### src/rtl/msd_pkg.sv
// Package: shared constants and types of the multi-switch time debouncer.
`timescale 1ns / 1ps
package msd_pkg;

  localparam int SWITCH_COUNT_DEF = 26;
  localparam int TIME_BITS_DEF    = 32;

  localparam int NOW_W      = 32;
  localparam int INTERVAL_W = 16;
  localparam int COUNT_W    = 5;
  localparam int CFG_IDX_W  = 4;
  localparam int CFG_DATA_W = INTERVAL_W;

  localparam logic [CFG_IDX_W-1:0] CFG_IDX_INTERVAL = CFG_IDX_W'(0);
  localparam logic [CFG_IDX_W-1:0] CFG_IDX_COUNT    = CFG_IDX_W'(1);

  localparam logic [INTERVAL_W-1:0] INTERVAL_RST = INTERVAL_W'(20);
  localparam logic [COUNT_W-1:0]    COUNT_RST    = COUNT_W'(26);

  localparam logic OP_POLL = 1'b0;
  localparam logic OP_INIT = 1'b1;

  // Per-request command broadcast to every lane.
  typedef struct packed {
    logic                  load;
    logic                  init;
    logic [NOW_W-1:0]      now;
    logic [INTERVAL_W-1:0] interval;
  } msd_cmd_t;

endpackage

### src/rtl/msd_lane.sv
// One switch lane: debounced bit and last accepted change time.
`timescale 1ns / 1ps
module msd_lane #(
  parameter int TIME_BITS = msd_pkg::TIME_BITS_DEF
) (
  input  logic             clk_i,
  input  logic             rst_ni,
  input  msd_pkg::msd_cmd_t cmd_i,
  input  logic             raw_i,
  input  logic             active_i,
  output logic             bit_d_o
);
  import msd_pkg::*;

  localparam int CMP_W = (TIME_BITS > INTERVAL_W) ? TIME_BITS : INTERVAL_W;

  logic                 deb_q, deb_d;
  logic [TIME_BITS-1:0] ts_q, ts_d;
  logic [TIME_BITS-1:0] elapsed;
  logic                 expired;

  assign elapsed = cmd_i.now[TIME_BITS-1:0] - ts_q;
  assign expired = CMP_W'(elapsed) >= CMP_W'(cmd_i.interval);

  always_comb begin
    deb_d = deb_q;
    ts_d  = ts_q;
    if (cmd_i.load) begin
      if (cmd_i.init) begin
        deb_d = raw_i & active_i;
      end else if (active_i && (raw_i != deb_q) && expired) begin
        deb_d = raw_i;
        ts_d  = cmd_i.now[TIME_BITS-1:0];
      end
    end
  end

  assign bit_d_o = deb_d;

  always_ff @(posedge clk_i or negedge rst_ni) begin
    if (!rst_ni) begin
      deb_q <= 1'b0;
      ts_q  <= '0;
    end else begin
      deb_q <= deb_d;
      ts_q  <= ts_d;
    end
  end

endmodule

### src/rtl/msd_merge.sv
// Merge stage: gathers lane bits into the registered result and runs the output handshake.
`timescale 1ns / 1ps
module msd_merge #(
  parameter int SWITCH_COUNT = msd_pkg::SWITCH_COUNT_DEF
) (
  input  logic                    clk_i,
  input  logic                    rst_ni,
  input  logic                    load_i,
  input  logic [SWITCH_COUNT-1:0] lane_bits_i,
  input  logic                    out_stall_i,
  output logic                    out_valid_o,
  output logic [SWITCH_COUNT-1:0] debounced_bits_o,
  output logic                    busy_o
);
  import msd_pkg::*;

  logic                    valid_q, valid_d;
  logic [SWITCH_COUNT-1:0] data_q;

  // Full and not draining: hold off new requests.
  assign busy_o = valid_q & out_stall_i;

  always_comb begin
    valid_d = valid_q;
    if (load_i) begin
      valid_d = 1'b1;
    end else if (!out_stall_i) begin
      valid_d = 1'b0;
    end
  end

  always_ff @(posedge clk_i or negedge rst_ni) begin
    if (!rst_ni) begin
      valid_q <= 1'b0;
    end else begin
      valid_q <= valid_d;
    end
  end

  always_ff @(posedge clk_i) begin
    if (load_i) begin
      data_q <= lane_bits_i;
    end
  end

  assign out_valid_o      = valid_q;
  assign debounced_bits_o = data_q;

endmodule

### src/rtl/multi_switch_time_debouncer_core.sv
// Top level: multi-switch time debouncer with per-switch lockout lanes.
// Result: a request accepted in one cycle shows its result, registered in the merge stage, in the next cycle.
// Throughput: one request per cycle unless a held result is stalled; every switch lane
// updates in the same cycle, set by one time subtract and interval compare per lane.
// Reset: debounced bits and timestamps clear to zero, interval 20 ms, 26 active switches.
`timescale 1ns / 1ps
module multi_switch_time_debouncer_core #(
  parameter int SWITCH_COUNT = msd_pkg::SWITCH_COUNT_DEF,
  parameter int TIME_BITS    = msd_pkg::TIME_BITS_DEF
) (
  input  logic                             clk_i,
  input  logic                             rst_ni,
  input  logic                             cfg_we_i,
  input  logic [msd_pkg::CFG_IDX_W-1:0]    cfg_idx_i,
  input  logic [msd_pkg::CFG_DATA_W-1:0]   cfg_wdata_i,
  input  logic                             in_valid_i,
  output logic                             in_stall_o,
  input  logic                             op_i,
  input  logic [SWITCH_COUNT-1:0]          pressed_bits_i,
  input  logic [msd_pkg::NOW_W-1:0]        now_ms_i,
  output logic                             out_valid_o,
  input  logic                             out_stall_i,
  output logic [SWITCH_COUNT-1:0]          debounced_bits_o
);
  import msd_pkg::*;

  localparam int CNT_CMP_W = COUNT_W + 1;

  logic [INTERVAL_W-1:0]   interval_q;
  logic [COUNT_W-1:0]      count_q;
  logic                    busy;
  logic                    accept;
  msd_cmd_t                cmd;
  logic [SWITCH_COUNT-1:0] active;
  logic [SWITCH_COUNT-1:0] raw;
  logic [SWITCH_COUNT-1:0] lane_bits;

  always_ff @(posedge clk_i or negedge rst_ni) begin
    if (!rst_ni) begin
      interval_q <= INTERVAL_RST;
      count_q    <= COUNT_RST;
    end else if (cfg_we_i) begin
      case (cfg_idx_i)
        CFG_IDX_INTERVAL: interval_q <= cfg_wdata_i[INTERVAL_W-1:0];
        CFG_IDX_COUNT:    count_q    <= cfg_wdata_i[COUNT_W-1:0];
        default: ;
      endcase
    end
  end

  assign in_stall_o = busy;
  assign accept     = in_valid_i & ~busy;

  assign cmd.load     = accept;
  assign cmd.init     = (op_i == OP_INIT);
  assign cmd.now      = now_ms_i;
  assign cmd.interval = interval_q;

  for (genvar i = 0; i < SWITCH_COUNT; i++) begin : g_lane
    assign active[i] = CNT_CMP_W'(i) < CNT_CMP_W'(count_q);
    assign raw[i]    = pressed_bits_i[i] & active[i];

    msd_lane #(
      .TIME_BITS(TIME_BITS)
    ) u_lane (
      .clk_i   (clk_i),
      .rst_ni  (rst_ni),
      .cmd_i   (cmd),
      .raw_i   (raw[i]),
      .active_i(active[i]),
      .bit_d_o (lane_bits[i])
    );
  end

  msd_merge #(
    .SWITCH_COUNT(SWITCH_COUNT)
  ) u_merge (
    .clk_i           (clk_i),
    .rst_ni          (rst_ni),
    .load_i          (accept),
    .lane_bits_i     (lane_bits),
    .out_stall_i     (out_stall_i),
    .out_valid_o     (out_valid_o),
    .debounced_bits_o(debounced_bits_o),
    .busy_o          (busy)
  );

endmodule

### config.mk
export PLATFORM = sky130hd
export DESIGN_NAME = multi_switch_time_debouncer_core
export DESIGN_NICKNAME = d
export VERILOG_FILES = /design/src/rtl/msd_pkg.sv /design/src/rtl/msd_lane.sv /design/src/rtl/msd_merge.sv /design/src/rtl/multi_switch_time_debouncer_core.sv
export SDC_FILE = /design/constraint.sdc
export NUM_CORES = 2
export LEC_CHECK = 0
export BUFFER_PORTS_ARGS = -buffer_cell sky130_fd_sc_hd__buf_2
export CORE_MARGIN = 5
export CORE_UTILIZATION = 25
export DETAILED_ROUTE_END_ITERATION = 16
export GPL_TIMING_DRIVEN = 1
export MAX_ROUTING_LAYER = met4
export PLACE_DENSITY = 0.43
export SYNTH_ARGS = -nofsm -noshare
export SYNTH_HDL_FRONTEND = slang
export SYNTH_SLANG_ARGS = --single-unit
### constraint.sdc
create_clock -name clk_i -period 5.29 [get_ports clk_i]
set_input_delay 0.7935 -clock clk_i [delete_from_list [all_inputs] [get_ports clk_i]]
set_output_delay 0.7935 -clock clk_i [all_outputs]
set_load 0.01 [all_outputs]
### Word level (Yosys, flattened, before mapping)

Index checks and enable logic that the tools add are counted.

* equal/unequal tests: 28
* add/sub/neg operators: 26
* $lt $le $gt $ge: 52
* bitwise logic cells: 56
* mux-type cells: 80
* reductions and logical operators: 81

Operators by type and width (count)
* >= comparator 32 x 16 -> 1 bit: 26
* subtractor 32 bit: 26
* 2-to-1 mux 1 bit: 80
* AND reduction 3 bit: 26
* bitwise AND 1 bit: 54
* logical AND 1 bit: 52
* less-than comparator 5 bit (first input constant): 10
* less-than comparator 4 x 5 -> 1 bit (first input constant): 8
* inequality test 1 bit: 26
* less-than comparator 3 x 5 -> 1 bit (first input constant): 4
* less-than comparator 1 x 5 -> 1 bit (first input constant): 2
* less-than comparator 2 x 5 -> 1 bit (first input constant): 2
* equality test 4 x 1 -> 1 bit (second input constant): 1
* logical NOT 4 bit: 1
* AND reduction 2 bit: 2
* inequality test 2 x 1 -> 1 bit (second input constant): 1
* NOT 1 bit: 2

* input port bits: 84
* word-level logic and storage cells: 379
* output and inout bits: 28
* register bits: 906

### Depth between registers and ports, before layout

* depth in word-level cells: 8
* gate-level depth with buffers: 26
* depth with buffers taken out: 24

### Modules after synthesis

Synthesis repeated with hierarchy kept, for this count alone.

* cells, all modules: 12299
* area total of the unflattened synthesis: 106382.0 um^2

Modules (own cells, without submodules)
* msd_lane at g_lane[12].u_lane ...: cells each 470, seq. area each 825.8 um^2, area each 4031.4 um^2, instances 18
* msd_lane at g_lane[0].u_lane ...: cells each 466, seq. area each 825.8 um^2, area each 4006.3 um^2, instances 7
* msd_lane at g_lane[9].u_lane: cells each 433, seq. area each 825.8 um^2, area each 3686.0 um^2, instances 1
* multi_switch_time_debouncer_core: cells each 115, seq. area each 531.8 um^2, area each 1267.5 um^2, instances 1
* msd_merge: cells each 29, seq. area each 805.8 um^2, area each 819.5 um^2, instances 1

### Least setup slack after synthesis

OpenSTA, ideal clock, no wires.

* path type: input to register
* from: in now_ms_i[1] in the netlist's numbering
* to: reg g_lane[18].u_lane.ts_q[23]
* data arrival time: 7.158 ns
* stages: 21
* path buffers: 2
* slack: -1.993 ns
* setup time: 0.125 ns
* data required time: 5.165 ns
* path through: clkinv_1 -> clkbuf_1 -> fa_1 -> nand2b_1 -> a21oi_1 -> a211o_1 -> a31o_2 -> xor2_1 -> ha_1 -> a21o_1 -> a2111oi_0 -> o221ai_1 -> a211oi_1 -> o211ai_1 -> a2111oi_0 -> nand4_1 -> or4_1 -> nor3_1 -> nand4b_1 -> buf_4 -> mux2_2

* word-level cells in the longest chain between the ends: 4

Ends and longest elaborated chain
* from (decl): line multi_switch_time_debouncer_core.sv:20 `input logic [msd_pkg::NOW_W-1:0] now_ms_i,`
* subtractor 32 bit: line msd_lane.sv:22 `assign elapsed = cmd_i.now[TIME_BITS-1:0] - ts_q;`
* >= comparator 32 x 16 -> 1 bit: line msd_lane.sv:23 `assign expired = CMP_W'(elapsed) >= CMP_W'(cmd_i.interval);`
* logical AND 1 bit: line msd_lane.sv:31 `end else if (active_i && (raw_i != deb_q) && expired) begin`
* AND reduction 3 bit (no source line)
* to (signal assigned): line msd_lane.sv:46 `ts_q <= ts_d;`
* to (decl): line msd_lane.sv:18 `logic [TIME_BITS-1:0] ts_q, ts_d;`

Every way passes these cells.
A chain may end at the register's enable or synchronous reset.

### Worst setup path after layout

* from: reg g_lane[23].u_lane.ts_q[0]
* to: reg g_lane[23].u_lane.ts_q[7]

* word-level cells in the longest chain between the ends: 4

Ends and longest elaborated chain (line)
* from (decl): msd_lane.sv:18
* from (signal assigned): msd_lane.sv:46
* subtractor 32 bit: msd_lane.sv:22
* >= comparator 32 x 16 -> 1 bit: msd_lane.sv:23
* logical AND 1 bit: msd_lane.sv:31
* AND reduction 3 bit (no source line)

Every way passes these cells.

==> results.toml <==
[status]
status = "complete, but fails checks"
violations = "negative setup slack"

[critical_path]
critPathCaptureType = "register"
r2r-start = "g_lane[23].u_lane.ts_q[0]"
crit_chain = "ha_4 -> fa_2 -> nand2b_4 -> a21o_1 -> a211oi_2 -> nor2_1 -> o21ai_1 -> xor2_1 -> ha_1 -> a21o_1 -> a22o_1 -> a2111oi_2 -> nor4b_2 -> o211ai_1 -> a2111o_1 -> or4b_1 -> or4_4 -> and2_4 -> nand3_4 -> buf_12 -> buf_16 -> mux2_4"
worstPathMaxFanout = 5
start_kind = "register"
cpPeakStageDelay_ps = 480
crit_start = "g_lane[23].u_lane.ts_q[0]"
critical_path.slowest_cell = "or4b_1"
reg2reg_depth = 22
worst-setup-path-type = "register to register"
rrSetupSlack_ps = -150
r2r_end = "g_lane[23].u_lane.ts_q[7]"
cp.arrival_ps = 6130
cp.required_ps = 5980
cpMostUsedCell = "a21o_1"

[power_and_ir_drop]
p_clk_frac = 0.132
p_int_mw = 40.2
p_total_mw = 72.4
powerDensity_nw_per_um2 = 610
p_comb_frac = 0.707
swShare = 0.444
p_sw_mw = 32.2
max-vdd-ir-drop_mv = 0.263
pwr-share-seq = 0.161
p_leak_nw = 55.2

[timing]
maxSlewHeadroom = 0.179
slew_violations = 0
fin_crit_sh = 1.03
finalWorstSetupSlack_ps = -149
fin_crit_ps = 5440
tightest_slew_ps = 1230
timing.hold.ws_ps = 179
finalSetupTns_ps = -3660
fin_worst_skew_ps = 36.2
rsz0062_at_grt = "yes"
hold_viol = 0
fmax_mhz = 184
setup_viol = 32

[floorplan]
die_h_microns = 617
num_rows = 222
dieArea_sq_um = 381000
boundaryPins = 112
dieWidth_microns = 617
core_area_sq_um = 366000
initial_core_util = 0.251

[routing]
avgViaCountPerCell = 5.01
vias = 86352
wl_per_cell_microns = 21.3
drt_first_iter_violations = 5270
wl_microns = 367000
drcViolationCount = 0
dr.pass1.iters = 6
drt.antenna.violating_nets = 0

[min_path]
hold_depth = 3
min_to = "interval_q[13]"
min_path_type = "input port to register"
worstHoldStart = "cfg_wdata_i[13]"

[layout]
layout_commonest_cell = "buf_4"
fin_util = 0.324
design_area_sq_um = 119000
n_fill_cell = 38691
nets = 13658
area_growth_pct = 28.9
drive_above_1_share = 0.262
layout_common_cells = "buf_4 (1642), ha_1 (1209), inv_1 (1018)"
stdcell_count = 17250

[place]
io_buffers = 111
place_area_sq_um = 111000
gp_congestion = 0.915
preCtsSetupSlack_ps = -1470
dp.cells = 16895
hpwl_microns = 280000

[global_routing]
use_met2 = 0.313
use_met1 = 0.245
antenna_found_initial = 32
overflow = 0
busiest_layer = "met2"
grt_pass1_wl_microns = 539000
track_usage = 0.188
use_met3 = 0.0160
grt_max_degree = 126
grt_pass1_vias = 84437

[flow_run]
drv_cap = 0

[synth]
synth_enable_flop_cells = 26
synth_seq_cells = 906
synth_nets = 12004
synth_area_sq_um = 92100
synth-warning-count = 0
ys_async_sr_fraction = 0.971
synthCells = 10672
ys_seq_area_frac = 0.248
synth_flop_cell = "dfrtp_1"
synth.avg_cell_area_sq_um = 8.63
yosysUniqueCellTypes = 99

[clock_tree]
clkLatencyLatePin_ps = 840
ctsLongestPathBuffers = 4
cts_buffers = 136
htreeDepth = 4
cts_sinks = 906
cts_tree = "yes"
cts-root-buf = "clkbuf_16"
path_clk_slew_ps = 60
[flip-flops by register name, summed over array words and instances, names as in the netlist]
| register | flops |
|---|---|
| count_q | 5 |
| g_lane.u_lane.deb_q | 26 |
| g_lane.u_lane.ts_q | 832 |
| interval_q | 16 |
| u_merge.debounced_bits_o | 26 |
| u_merge.out_valid_o | 1 |
[synthesized netlist by cell type, drive strengths merged (107+ instances only)]
| cell | count | share of area |
|---|---|---|
| ha | 1222 | 0.17 |
| inv | 1038 | 0.042 |
| a21oi | 925 | 0.050 |
| dfrtp | 875 | 0.24 |
| mux2 | 831 | 0.10 |
| nand2 | 664 | 0.027 |
| o21ai | 587 | 0.032 |
| nor2 | 564 | 0.023 |
| a21o | 371 | 0.030 |
| xnor2 | 349 | 0.033 |
| clkbuf | 293 | 0.012 |
| xor2 | 210 | 0.020 |
| nand3 | 206 | 0.011 |
| nand4 | 205 | 0.014 |
| o21a | 160 | 0.013 |
| nor3 | 157 | 0.0085 |
| nand2b | 156 | 0.011 |
| a211oi | 114 | 0.0093 |
| nor2b | 114 | 0.0077 |
| a31oi | 108 | 0.0073 |
| o21bai | 107 | 0.0087 |
[cell families after synthesis]
family | count (synthesis) | share of synthesized area
buffers and inverters | 1416 | 0.0598
AOI/OAI and AO/OA | 3115 | 0.220
adders and majority gates | 1248 | 0.172
and+or+nand+nor | 2519 | 0.137
muxes | 909 | 0.111
DFF | 906 | 0.248
xor gates and xnor gates | 559 | 0.0532
[worst max-delay path by stage]
| stage | end | cells past startpoint |
|---|---|---|
| floorplan | g_lane[23].u_lane.ts_q[10] | 23 |
| global placement | g_lane[4].u_lane.ts_q[22] | 27 |
| detailed placement | g_lane[4].u_lane.ts_q[15] | 27 |
| CTS | g_lane[23].u_lane.ts_q[7] | 22 |
| global route | g_lane[23].u_lane.ts_q[7] | 22 |
| finish | g_lane[23].u_lane.ts_q[7] | 22 |
[timing repair]
item                                    CTS  global route
cloned                                   12            25
resized for setup                       120           303
pin swaps                                38           156
setup buffers                            22            55
endpoints found under the hold margin     7             0
endpoints found under the setup margin  553           803
hold buffers                              1             0
[metal layers]
metal	vias up	routed length (microns)
met5	-	0
li1	42457	-
met1	41800	168000
met3	434	13900
met4	0	12800
met2	1661	172000
[final cells by class]
class                      instances  area (sq um)  share of cell area
antenna                            9          22.5            0.000190
tap                             4816          6030              0.0508
clock buffer                     185          3920              0.0330
clock inverter                    52           637             0.00537
sequential                       906         22800               0.192
timing repair buffer            1892         16000               0.135
multi-input combinational       8351         65300               0.550
inverter                        1039          3930              0.0331
[power groups by stage]
stage          combinational (mW)  clock (mW)  sequential, mW
3_3_place_gp                 49.4           0            11.6
3_5_place_dp                 49.2           0            11.7
4_1_cts                      49.9        9.91            11.6
2_1_floorplan                32.4           0            11.2
6_report                     51.2        9.56            11.6
5_1_grt                      57.0        10.1            12.0
[worst max-delay path: cells and delay by family (launching register included)]
kind                       cells  cell delay (ps)
AOI/OAI and AO/OA              8             1660
and+or+nand+nor                7             1660
adders and majority gates      3              810
DFF                            1              410
buffers and inverters          2              300
muxes                          1              290
xor gates and xnor gates       1              180
Power figures use the tool's default switching activity.
